==> src/hdl/csrb_pkg.sv <==
// shared types, codes and defaults for the counter sample ring buffer
`default_nettype none

package csrb_pkg;

  localparam int DEF_RING_DEPTH = 1024;
  localparam int DEF_NUM_EVENTS = 4;

  // event fields carried on one poll beat
  localparam int IN_EVENTS = 4;

  localparam logic [31:0] PERIOD_RESET = 32'd1000;
  localparam logic [2:0]  ACTIVE_RESET = 3'd4;

  // command codes
  localparam logic CMD_POLL = 1'b0;
  localparam logic CMD_READ = 1'b1;

  // register index, taken from the word address
  localparam logic REG_SAMPLE_PERIOD   = 1'b0;
  localparam logic REG_ACTIVE_COUNTERS = 1'b1;

  // controller to datapath
  typedef struct packed {
    logic sweep;       // clearing pass after reset
    logic capture;     // latch poll fields
    logic rd_issue;    // read oldest slot, drop its mark
    logic sample;      // poll evaluation cycle
    logic ovf_clear;   // wipe write slot and set its mark
    logic rd_advance;  // move read pointer on
  } ctl_cmd_t;

  // datapath to controller
  typedef struct packed {
    logic sweep_last;
    logic ovf;
  } ctl_sts_t;

endpackage

`default_nettype wire

==> src/hdl/csrb_ctrl.sv <==
// control state machine of the counter sample ring buffer
`default_nettype none

module csrb_ctrl (
  input  wire logic              clk,
  input  wire logic              rst,
  input  wire logic              start,
  input  wire logic              command,
  input  wire csrb_pkg::ctl_sts_t sts,
  output csrb_pkg::ctl_cmd_t     cmd,
  output logic                   busy,
  output logic                   result_valid
);

  typedef enum logic [2:0] {
    S_CLEAR,
    S_IDLE,
    S_POLL,
    S_OVF,
    S_READ
  } state_t;

  state_t state;

  always_ff @(posedge clk) begin
    if (rst) begin
      state        <= S_CLEAR;
      busy         <= 1'b1;
      result_valid <= 1'b0;
    end else begin
      unique case (state)
        S_CLEAR: begin
          if (sts.sweep_last) begin
            state <= S_IDLE;
            busy  <= 1'b0;
          end
        end
        S_IDLE: begin
          if (start) begin
            busy <= 1'b1;
            if (command == csrb_pkg::CMD_READ) begin
              state        <= S_READ;
              result_valid <= 1'b1;
            end else begin
              state <= S_POLL;
            end
          end
        end
        S_POLL: begin
          if (sts.ovf) begin
            state <= S_OVF;
          end else begin
            state <= S_IDLE;
            busy  <= 1'b0;
          end
        end
        S_OVF: begin
          state <= S_IDLE;
          busy  <= 1'b0;
        end
        S_READ: begin
          state        <= S_IDLE;
          busy         <= 1'b0;
          result_valid <= 1'b0;
        end
      endcase
    end
  end

  always_comb begin
    cmd.sweep      = (state == S_CLEAR);
    cmd.capture    = (state == S_IDLE) && start;
    cmd.rd_issue   = (state == S_IDLE) && start && (command == csrb_pkg::CMD_READ);
    cmd.sample     = (state == S_POLL);
    cmd.ovf_clear  = (state == S_OVF);
    cmd.rd_advance = (state == S_READ);
  end

endmodule

`default_nettype wire

==> config.mk <==
export PLATFORM = sky130hd
export DESIGN_NAME = csrb_ctrl
export DESIGN_NICKNAME = d
export VERILOG_FILES = /design/src/hdl/csrb_pkg.sv /design/src/hdl/csrb_ctrl.sv
export SDC_FILE = /design/constraint.sdc
export NUM_CORES = 1
export LEC_CHECK = 0
export ABC_AREA = 1
export BUFFER_PORTS_ARGS = -buffer_cell sky130_fd_sc_hd__buf_2
export CORE_AREA = 8 8 45 47
export DETAILED_ROUTE_END_ITERATION = 8
export DIE_AREA = 0 0 53 55
export GPL_TIMING_DRIVEN = 0
export PLACE_DENSITY_LB_ADDON = 0.05
export SETUP_SLACK_MARGIN = 0.15
export SLEW_MARGIN = 40
export SYNTH_ARGS = -nofsm -noshare
export SYNTH_HDL_FRONTEND = slang
export SYNTH_SLANG_ARGS = --single-unit
==> constraint.sdc <==
create_clock -name clk -period 1.63 [get_ports clk]
set_input_delay 0.2445 -clock clk [delete_from_list [all_inputs] [get_ports clk]]
set_output_delay 0.2445 -clock clk [all_outputs]
set_load 0.01 [all_outputs]
==> results of run 1 <==
-- worst max-delay path by stage --
stage / depth (start not counted) / endpoint / slack, ns
2_1_floorplan: 5 / cmd[3] / 0.53
3_3_place_gp: 6 / cmd[3] / 0.41
3_5_place_dp: 6 / cmd[3] / 0.39
4_1_cts: 6 / cmd[3] / 0.18
5_1_grt: 6 / cmd[3] / 0.15
6_report: 6 / cmd[3] / 0.21
-- through the flow --
stage	setup slack, ns	total power [mW]	area (sq um)
final	0.214	0.380	404
after floorplan	0.527	0.197	274
after CTS	0.178	0.382	385
after detailed placement	0.393	0.227	359
after global routing	0.148	0.410	404
after global placement	0.414	0.227	359
-- state kept, by name, summed over array words and instances (netlist names) --
register / cells
busy: 1
result_valid: 1
state: 3
-- layout by cell type, fill, tap and decap left out --
cell       n
inv_2      2
a21oi_2    1
dfxtp_2    3
nand3_1    2
inv_1      6
dfxtp_1    2
clkbuf_1   1
nor3_1     3
nor2_1     3
nand2_1    7
nor2_4     1
nand3b_1   2
nor2_2     2
nand2_2    1
buf_4      1
buf_2     13
nand4_1    1
nand3_4    1
clkbuf_4   3
or2_1      1
a21oi_1    1
-- power breakdown --
part           switching, mW  internal (mW)
Clock                 0.0559         0.0929
Combinational         0.0482         0.0382
Sequential            0.0110          0.134
-- layout make-up --
cell class,instances,share of cell area (%)
clock buffer,4,6.50
inverter,8,7.43
multi-input combinational,26,37.5
sequential,5,25.7
tap,16,4.95
timing repair buffer,14,18.0
-- kinds of logic (layout without fill, tap and decap cells) --
family	count (synthesis)	in the layout	share of synthesized area, %
buffers and inverters	8	26	11.0
AND/OR/NAND/NOR	24	24	47.5
flip-flops	5	5	36.5
AO/OA/AOI/OAI	2	2	5.02
-- routing by layer --
layer	wire [um]	share of wire, %	up-vias
met5	0	0	-
met4	29	3.8	0
met3	72	9.4	3
met2	358	47	9
met1	309	40	125
li1	-	-	156
-- timing repair --
action,4_1_cts,5_1_grt
setup buffers,0,1
hold buffers,0,0
endpoints found under the setup margin,1,1
hold endpoints to repair,0,0
resized for setup,2,4
pin swaps,0,1
-- synthesized netlist by cell type, types with 2 or more instances --
cell type  number  area share, %
nor3_1          3            5.5
inv_1           8             11
nand3_1         2            3.7
nand2_1         7            9.6
nand3b_1        2            5.5
nor2_1          3            4.1
dfxtp_1         5             37
nor2_2          2            4.6
-- worst reg2reg max path: cells and delay by family (launching register included) --
family,cells,cell delay (ns)
simple gates,5,0.39
flops,1,0.39
buf+inv,2,0.13
==> flow_summary.json, run 1 <==
{
  "outcome": "completed",
  "synth_edf_count": 0,
  "synth_async_sr_flop_share_pct": 0,
  "skew_ns": 0.00162,
  "cts.path.max_buffers": 2,
  "h-tree-depth": 1,
  "finalMaxSlewViolations": 0,
  "arrival_ns": 1.17,
  "diodes": 0,
  "cts_root_buffer": "clkbuf_4",
  "crit_required_ns": 1.39,
  "power.density_nw_per_um2": 940,
  "die_height_um": 55,
  "slew_headroom_pct": 90.0,
  "routed_via_density": 4.01,
  "antenna_found_initial": 0,
  "drt-initial-drc-count": 4,
  "dieWidth_um": 53,
  "area_growth_pct": 47.5,
  "yosys_warnings": 0,
  "cts_made_buffers": 3,
  "dp.cells": 68,
  "multi_input_area_sq_um": 151,
  "yosys_register_bits": 5,
  "rsz0062_at_grt": "false",
  "path_delay_family": "flip-flops",
  "critical_path_buf_inv_count": 3,
  "regArea_sq_um": 104,
  "grtUsageMet3_pct": 3.21,
  "finalHoldViolCount": 0,
  "fin_hold_ws_ns": 0.203,
  "peakVddDrop_mv": 0.249,
  "path_cells": "inv_2 > nand3_4 > nor2_4 > nand2_2 > inv_1 > buf_2",
  "hold_depth": 2,
  "initial_core_util_pct": 19.8,
  "worstHoldEndpoint": "state[0]$_SDFFE_PP0P_",
  "synth_cell_types": 15,
  "finalCritPeriodShare_pct": 86.9,
  "path_class": "register to primary output",
  "clock.fmax_ghz": 0.706,
  "r2r-end": "state[1]$_SDFFE_PP0P_",
  "cp-start-kind": "register",
  "instances_no_fill": 73,
  "cellLeakagePower_nw": 0.217,
  "num_rows": 14,
  "place_hpwl_um": 644,
  "crit_slowest_cell": "dfxtp_2",
  "cts_num_sinks": 5,
  "grt_pass1_vias": 289,
  "crit_fanout": 4,
  "hold_class": "primary input to register",
  "syn_inst": 39,
  "clkTransAtPathRegs_ns": 0.05,
  "grt_usage_pct": 5.90,
  "utilization_pct": 29.2,
  "cap_viol_max_count": 0,
  "top_usage_layer": "met2",
  "syn_area_sq_um": 274,
  "grt_overflow_total": 0,
  "ys.flop_type": "dfxtp_1",
  "cts_tree": "built",
  "syn_avg_cell_area_sq_um": 7.03,
  "drtAntennaViolNets": 0,
  "clkLatencyLatePin_ns": 0.25,
  "drive_above_1_share_pct": 49.1,
  "min_period_ns": 1.42,
  "wl_um": 769,
  "crit_path_start": "state[1]$_SDFFE_PP0P_",
  "hold_start": "rst",
  "dr.pass1.iters": 2,
  "critPathCaptureType": "primary output",
  "nNetsFinal": 64,
  "portBuffers": 13,
  "place.gp.congestion": 0.654,
  "pin_count": 14,
  "setup-tns-final_ns": 0,
  "cpPeakStageDelay_ns": 0.33,
  "worstRegToRegCells": 7,
  "wl_per_cell_um": 10.5,
  "r2r_slack_ns": 0.62,
  "die_area_sq_um": 2920,
  "num-fill-cells": 164,
  "grt_pass1_wl_um": 1170,
  "placeableCoreArea_sq_um": 1380,
  "r2r_start": "state[0]$_SDFFE_PP0P_",
  "grt_use_met2_pct": 8.59,
  "met1_usage_pct": 5.17,
  "grt_max_degree": 7,
  "ys_seq_area_share_pct": 36.5,
  "drcViolationCount": 0,
  "setup_viol": 0,
  "tightestPinTransition_ns": 0.149,
  "synth.net_count": 45,
  "vias": 293
}
Power figures use the tool's default switching activity.
==> run 2, diff against run 1 <==
==> constraint.sdc (replaced) <==
create_clock -name clk -period 1.6 [get_ports clk]
set_input_delay 0.24 -clock clk [delete_from_list [all_inputs] [get_ports clk]]
set_output_delay 0.24 -clock clk [all_outputs]
set_load 0.01 [all_outputs]
==> run 2 against run 1 <==
- clock power about the same
- first-iteration DRC count unchanged
- critical path depth unchanged
- sequential share of layout area up 0.14 points
- clock skew about the same
- critical endpoint unchanged
- largest power group unchanged
- highest routed layer unchanged
==> flow_summary.json, run 2 (synthesized netlist as in run 1, its figures left out) <==
{
  "wl_per_cell_um": 10.5,
  "dieWidth_um": 53,
  "wl_um": 765,
  "cts_root_buffer": "clkbuf_4",
  "clock.fmax_ghz": 0.717,
  "nNetsFinal": 64,
  "final_cell_mix": "13 x buf_2, 7 x nand2_1, 6 x inv_1",
  "peakVddDrop_mv": 0.253,
  "top_regs": "state x3, busy x1, result_valid x1",
  "grt_usage_pct": 5.90,
  "cpPeakStageDelay_ns": 0.36,
  "finalMaxSlewViolations": 0,
  "placeableCoreArea_sq_um": 1380,
  "vias": 294,
  "dr.pass1.iters": 2,
  "routed_via_density": 4.03,
  "path_depth": 6,
  "grtUsageMet3_pct": 3.21,
  "initial_core_util_pct": 19.8,
  "num-fill-cells": 161,
  "min_period_ns": 1.40,
  "area_growth_pct": 50.2,
  "pin_count": 14,
  "hold_depth": 2,
  "finalHoldViolCount": 0,
  "setup-tns-final_ns": 0,
  "grt_pass1_vias": 289,
  "portBuffers": 13,
  "cts_hold_buf": 0,
  "cts.path.max_buffers": 2,
  "utilization_pct": 29.7,
  "cap_viol_max_count": 0,
  "met1_usage_pct": 5.17,
  "slew_headroom_pct": 90.0,
  "fin_hold_ws_ns": 0.198,
  "crit_required_ns": 1.36,
  "die_area_sq_um": 2920,
  "largest_register_ffs": 3,
  "hold_class": "primary input to register",
  "grt_use_met2_pct": 8.59,
  "drive_above_1_share_pct": 49.1,
  "cts_tree": "built",
  "clkTransAtPathRegs_ns": 0.05,
  "skew_ns": 0.00155,
  "outcome": "completed",
  "die_height_um": 55,
  "grt_pass1_wl_um": 1170,
  "drtAntennaViolNets": 0,
  "h-tree-depth": 1,
  "cts_num_sinks": 5,
  "power.density_nw_per_um2": 939,
  "crit_slowest_cell": "dfxtp_4",
  "regMostFlops": "state",
  "drcViolationCount": 0,
  "final_common_cell": "buf_2",
  "cp-start-kind": "register",
  "place_hpwl_um": 644,
  "path_delay_family": "flip-flops",
  "tightestPinTransition_ns": 0.149,
  "critical_path_buf_inv_count": 3,
  "diodes": 0,
  "arrival_ns": 1.16,
  "worstRegToRegCells": 7,
  "antenna_found_initial": 0,
  "path_cells": "inv_4 > nand3_4 > nor2_4 > nand2_2 > inv_1 > buf_2",
  "place.gp.congestion": 0.654,
  "clkLatencyLatePin_ns": 0.25,
  "cellLeakagePower_nw": 0.219,
  "grt_overflow_total": 0,
  "path_class": "register to primary output",
  "rsz0062_at_grt": "false",
  "setup_viol": 0,
  "finalCritPeriodShare_pct": 87.2,
  "crit_fanout": 6,
  "grt_max_degree": 7,
  "critPathCaptureType": "primary output",
  "cts_made_buffers": 3,
  "num_rows": 14,
  "top_usage_layer": "met2",
  "drt-initial-drc-count": 4
}
run 2: cell count changes in the layout (fill, tap and decap cells not counted):
cell	before	now
inv_2	2	0
dfxtp_2	3	2
dfxtp_4	0	1
inv_4	0	2
run 2: cell type report:
class | instances | area [sq um] | share of cell area [%]
inverter | 8 | 35.0 | 8.51
sequential | 5 | 106 | 25.8
tap | 16 | 20.0 | 4.86
timing repair buffer | 14 | 72.6 | 17.6
clock buffer | 4 | 26.3 | 6.38
multi-input combinational | 26 | 151 | 36.8
run 2: power breakdown:
| group | leakage, nW | switching [mW] | internal [mW] |
|---|---|---|---|
| combinational | 0.161 | 0.0490 | 0.0393 |
| clock | 0.0150 | 0.0568 | 0.0946 |
| sequential | 0.0426 | 0.0118 | 0.135 |
| total | 0.219 | 0.118 | 0.269 |
run 2: through the flow:
stage | instances | cell area [sq um] | total power, mW | worst slack (ns)
2_1_floorplan | 39 | 274 | 0.201 | 0.501
3_3_place_gp | 68 | 359 | 0.231 | 0.389
3_5_place_dp | 68 | 359 | 0.232 | 0.368
4_1_cts | 72 | 385 | 0.389 | 0.152
5_1_grt | 73 | 412 | 0.417 | 0.146
6_report | 73 | 412 | 0.386 | 0.205
run 2: worst paths after layout:
| kind | start | endpoint | slack, ns |
|---|---|---|---|
| worst min-delay path | rst | state[0]$_SDFFE_PP0P_ | 0.20 |
| worst max-delay path | state[2]$_SDFFE_PP0P_ | cmd[3] | 0.20 |
| worst min register to register | busy$_SDFFE_PP1P_ | busy$_SDFFE_PP1P_ | 0.45 |
| worst max register to register | state[0]$_SDFFE_PP0P_ | state[1]$_SDFFE_PP0P_ | 0.59 |
run 2: metal layers:
layer	wire (um)	up-vias	share of wire (%)
met5	0	-	0
met4	29	0	3.8
met3	72	3	9.4
met2	358	9	47
met1	305	126	40
li1	-	156	-
run 2: worst reg2reg max path: cells and delay by family, from the launching register on:
kind / cells / cell delay, ns
AND/OR/NAND/NOR: 5 / 0.39
buffers and inverters: 2 / 0.13
flip-flops: 1 / 0.39
run 2: what timing repair did:
item / in CTS / in global routing
setup buffers: 0 / 1
gates resized for setup: 2 / 7
pin swaps: 0 / 1
setup endpoints to repair: 1 / 2
==> run 3, diff against run 2 <==
==> constraint.sdc (replaced) <==
create_clock -name clk -period 1.7 [get_ports clk]
set_input_delay 0.255 -clock clk [delete_from_list [all_inputs] [get_ports clk]]
set_output_delay 0.255 -clock clk [all_outputs]
set_load 0.01 [all_outputs]
==> run 3 against run 2 <==
- clock power decreased by 6%
- combinational power shrank 12%
- sequential power fell by 7%
- clock skew hardly changed
- critical path type unchanged
==> flow_summary.json, run 3 (synthesized netlist as in run 1, its figures left out) <==
{
  "outcome": "completed",
  "dpl_cell_area_sq_um": 359,
  "num_rows": 14,
  "cellLeakagePower_nw": 0.211,
  "wl_um": 762,
  "pin_count": 14,
  "cts_made_buffers": 3,
  "cp-start-kind": "register",
  "drt-initial-drc-count": 1,
  "vias": 289,
  "cts.path.max_buffers": 2,
  "diodes": 0,
  "power.density_nw_per_um2": 926,
  "routed_via_density": 4.01,
  "grt_pass1_wl_um": 1170,
  "nNetsFinal": 63,
  "multi_input_area_sq_um": 144,
  "grt_pass1_vias": 289,
  "cpPeakStageDelay_ns": 0.36,
  "place_hpwl_um": 644,
  "area_growth_pct": 40.6,
  "antenna_found_initial": 0,
  "setup-tns-final_ns": 0,
  "regMostFlops": "state",
  "grt_max_degree": 7,
  "post_cts_buffers": 0,
  "finalHoldViolCount": 0,
  "path_cells": "inv_2 > nand3_2 > nor2_4 > nand2_2 > inv_1 > buf_2",
  "final_cell_mix": "13 x buf_2, 7 x nand2_1, 6 x inv_1",
  "setup_viol": 0,
  "crit_fanout": 6,
  "h-tree-depth": 1,
  "r2r-end": "state[1]$_SDFFE_PP0P_",
  "crit_slowest_cell": "dfxtp_1",
  "r2r_start": "state[0]$_SDFFE_PP0P_",
  "tightestPinTransition_ns": 0.230,
  "rsz0062_at_grt": "false",
  "r2r_slack_ns": 0.64,
  "finalMaxSlewViolations": 0,
  "cts-resized-gates": 0,
  "min_period_ns": 1.43,
  "largest_register_ffs": 3,
  "finalCritPeriodShare_pct": 84.4,
  "die_height_um": 55,
  "clkTransAtPathRegs_ns": 0.05,
  "peakVddDrop_mv": 0.220,
  "grt_overflow_total": 0,
  "dieWidth_um": 53,
  "cap_viol_max_count": 0,
  "cts_hold_buf": 0,
  "portBuffers": 13,
  "clkLatencyLatePin_ns": 0.25,
  "path_class": "register to primary output",
  "critPathCaptureType": "primary output",
  "drtAntennaViolNets": 0,
  "endpoint": "cmd[3]",
  "arrival_ns": 1.18,
  "drcViolationCount": 0,
  "skew_ns": 0.00128,
  "wl_per_cell_um": 10.6,
  "dr.pass1.iters": 3,
  "worstRegToRegCells": 7,
  "slew_headroom_pct": 84.7,
  "crit_path_start": "state[2]$_SDFFE_PP0P_",
  "cts_tree": "built",
  "place.gp.congestion": 0.654,
  "crit_required_ns": 1.44,
  "clock.fmax_ghz": 0.697,
  "hold_class": "primary input to register",
  "regArea_sq_um": 100,
  "die_area_sq_um": 2920,
  "final_design_area_no_fill_sq_um": 385,
  "drive_above_1_share_pct": 42.9,
  "placeableCoreArea_sq_um": 1380,
  "num-fill-cells": 167,
  "cts_root_buffer": "clkbuf_4",
  "cts_num_sinks": 5,
  "grt_usage_pct": 5.90,
  "initial_core_util_pct": 19.8,
  "hold_start": "rst",
  "top_regs": "state x3, busy x1, result_valid x1",
  "final_common_cell": "buf_2"
}
[run 3: cell types whose count changed in the layout (fill, tap and decap cells not counted)]
cell / change
inv_2: +2
nand3_4: -1
nand3_2: +1
dfxtp_4: -1
dfxtp_2: -2
dfxtp_1: +3
inv_4: -2
buf_4: -1
[run 3: worst min-delay path by stage]
stage / to / slack [ns] / cells after the start
after global routing: state[1]$_SDFFE_PP0P_ / 0.22 / 2
after CTS: state[0]$_SDFFE_PP0P_ / 0.22 / 2
after detailed placement: busy$_SDFFE_PP1P_ / 0.44 / 2
after floorplan: state[0]$_SDFFE_PP0P_ / 0.32 / 1
after global placement: busy$_SDFFE_PP1P_ / 0.43 / 2
final: state[0]$_SDFFE_PP0P_ / 0.22 / 2
[run 3: cell type report]
type                    instances  area share (%)
clock buffers                   4            6.82
flip-flops and latches          5            26.0
well taps                      16            5.19
inverters                       8            7.79
multi-input cells              26            37.3
repair buffers                 13            16.9
[run 3: worst max-delay path, delay by kind of cell, from the launching register on]
family	cells	cell delay [ns]
buffers and inverters	3	0.27
flip-flops	1	0.36
AND/OR/NAND/NOR	3	0.30
[run 3: through the flow]
stage	std cells	power (mW)	hold slack (ns)	utilization, %	setup WS (ns)
CTS	72	0.366	0.218	27.8	0.177
finish	72	0.357	0.224	27.8	0.265
global route	72	0.386	0.220	27.8	0.171
detailed placement	68	0.218	0.437	25.9	0.453
global placement	68	0.218	0.428	25.9	0.474
floorplan	39	0.189	0.324	-	0.586
[run 3: where the power goes]
| group | switching, mW | internal [mW] | leakage (nW) | total (mW) |
|---|---|---|---|---|
| Combinational | 0.0451 | 0.0329 | 0.155 | 0.0780 |
| Clock | 0.0532 | 0.0890 | 0.0150 | 0.142 |
| Sequential | 0.00942 | 0.127 | 0.0411 | 0.137 |
| Total | 0.108 | 0.249 | 0.211 | 0.357 |
[run 3: per-layer routing]
| metal | global-route usage, % | vias to the layer above | share of wire [%] |
|---|---|---|---|
| met5 | 0 | - | 0 |
| met4 | 7.76 | 0 | 3.8 |
| met3 | 3.21 | 3 | 9.4 |
| met2 | 8.59 | 9 | 47 |
| met1 | 5.17 | 122 | 39 |
| li1 | - | 155 | - |
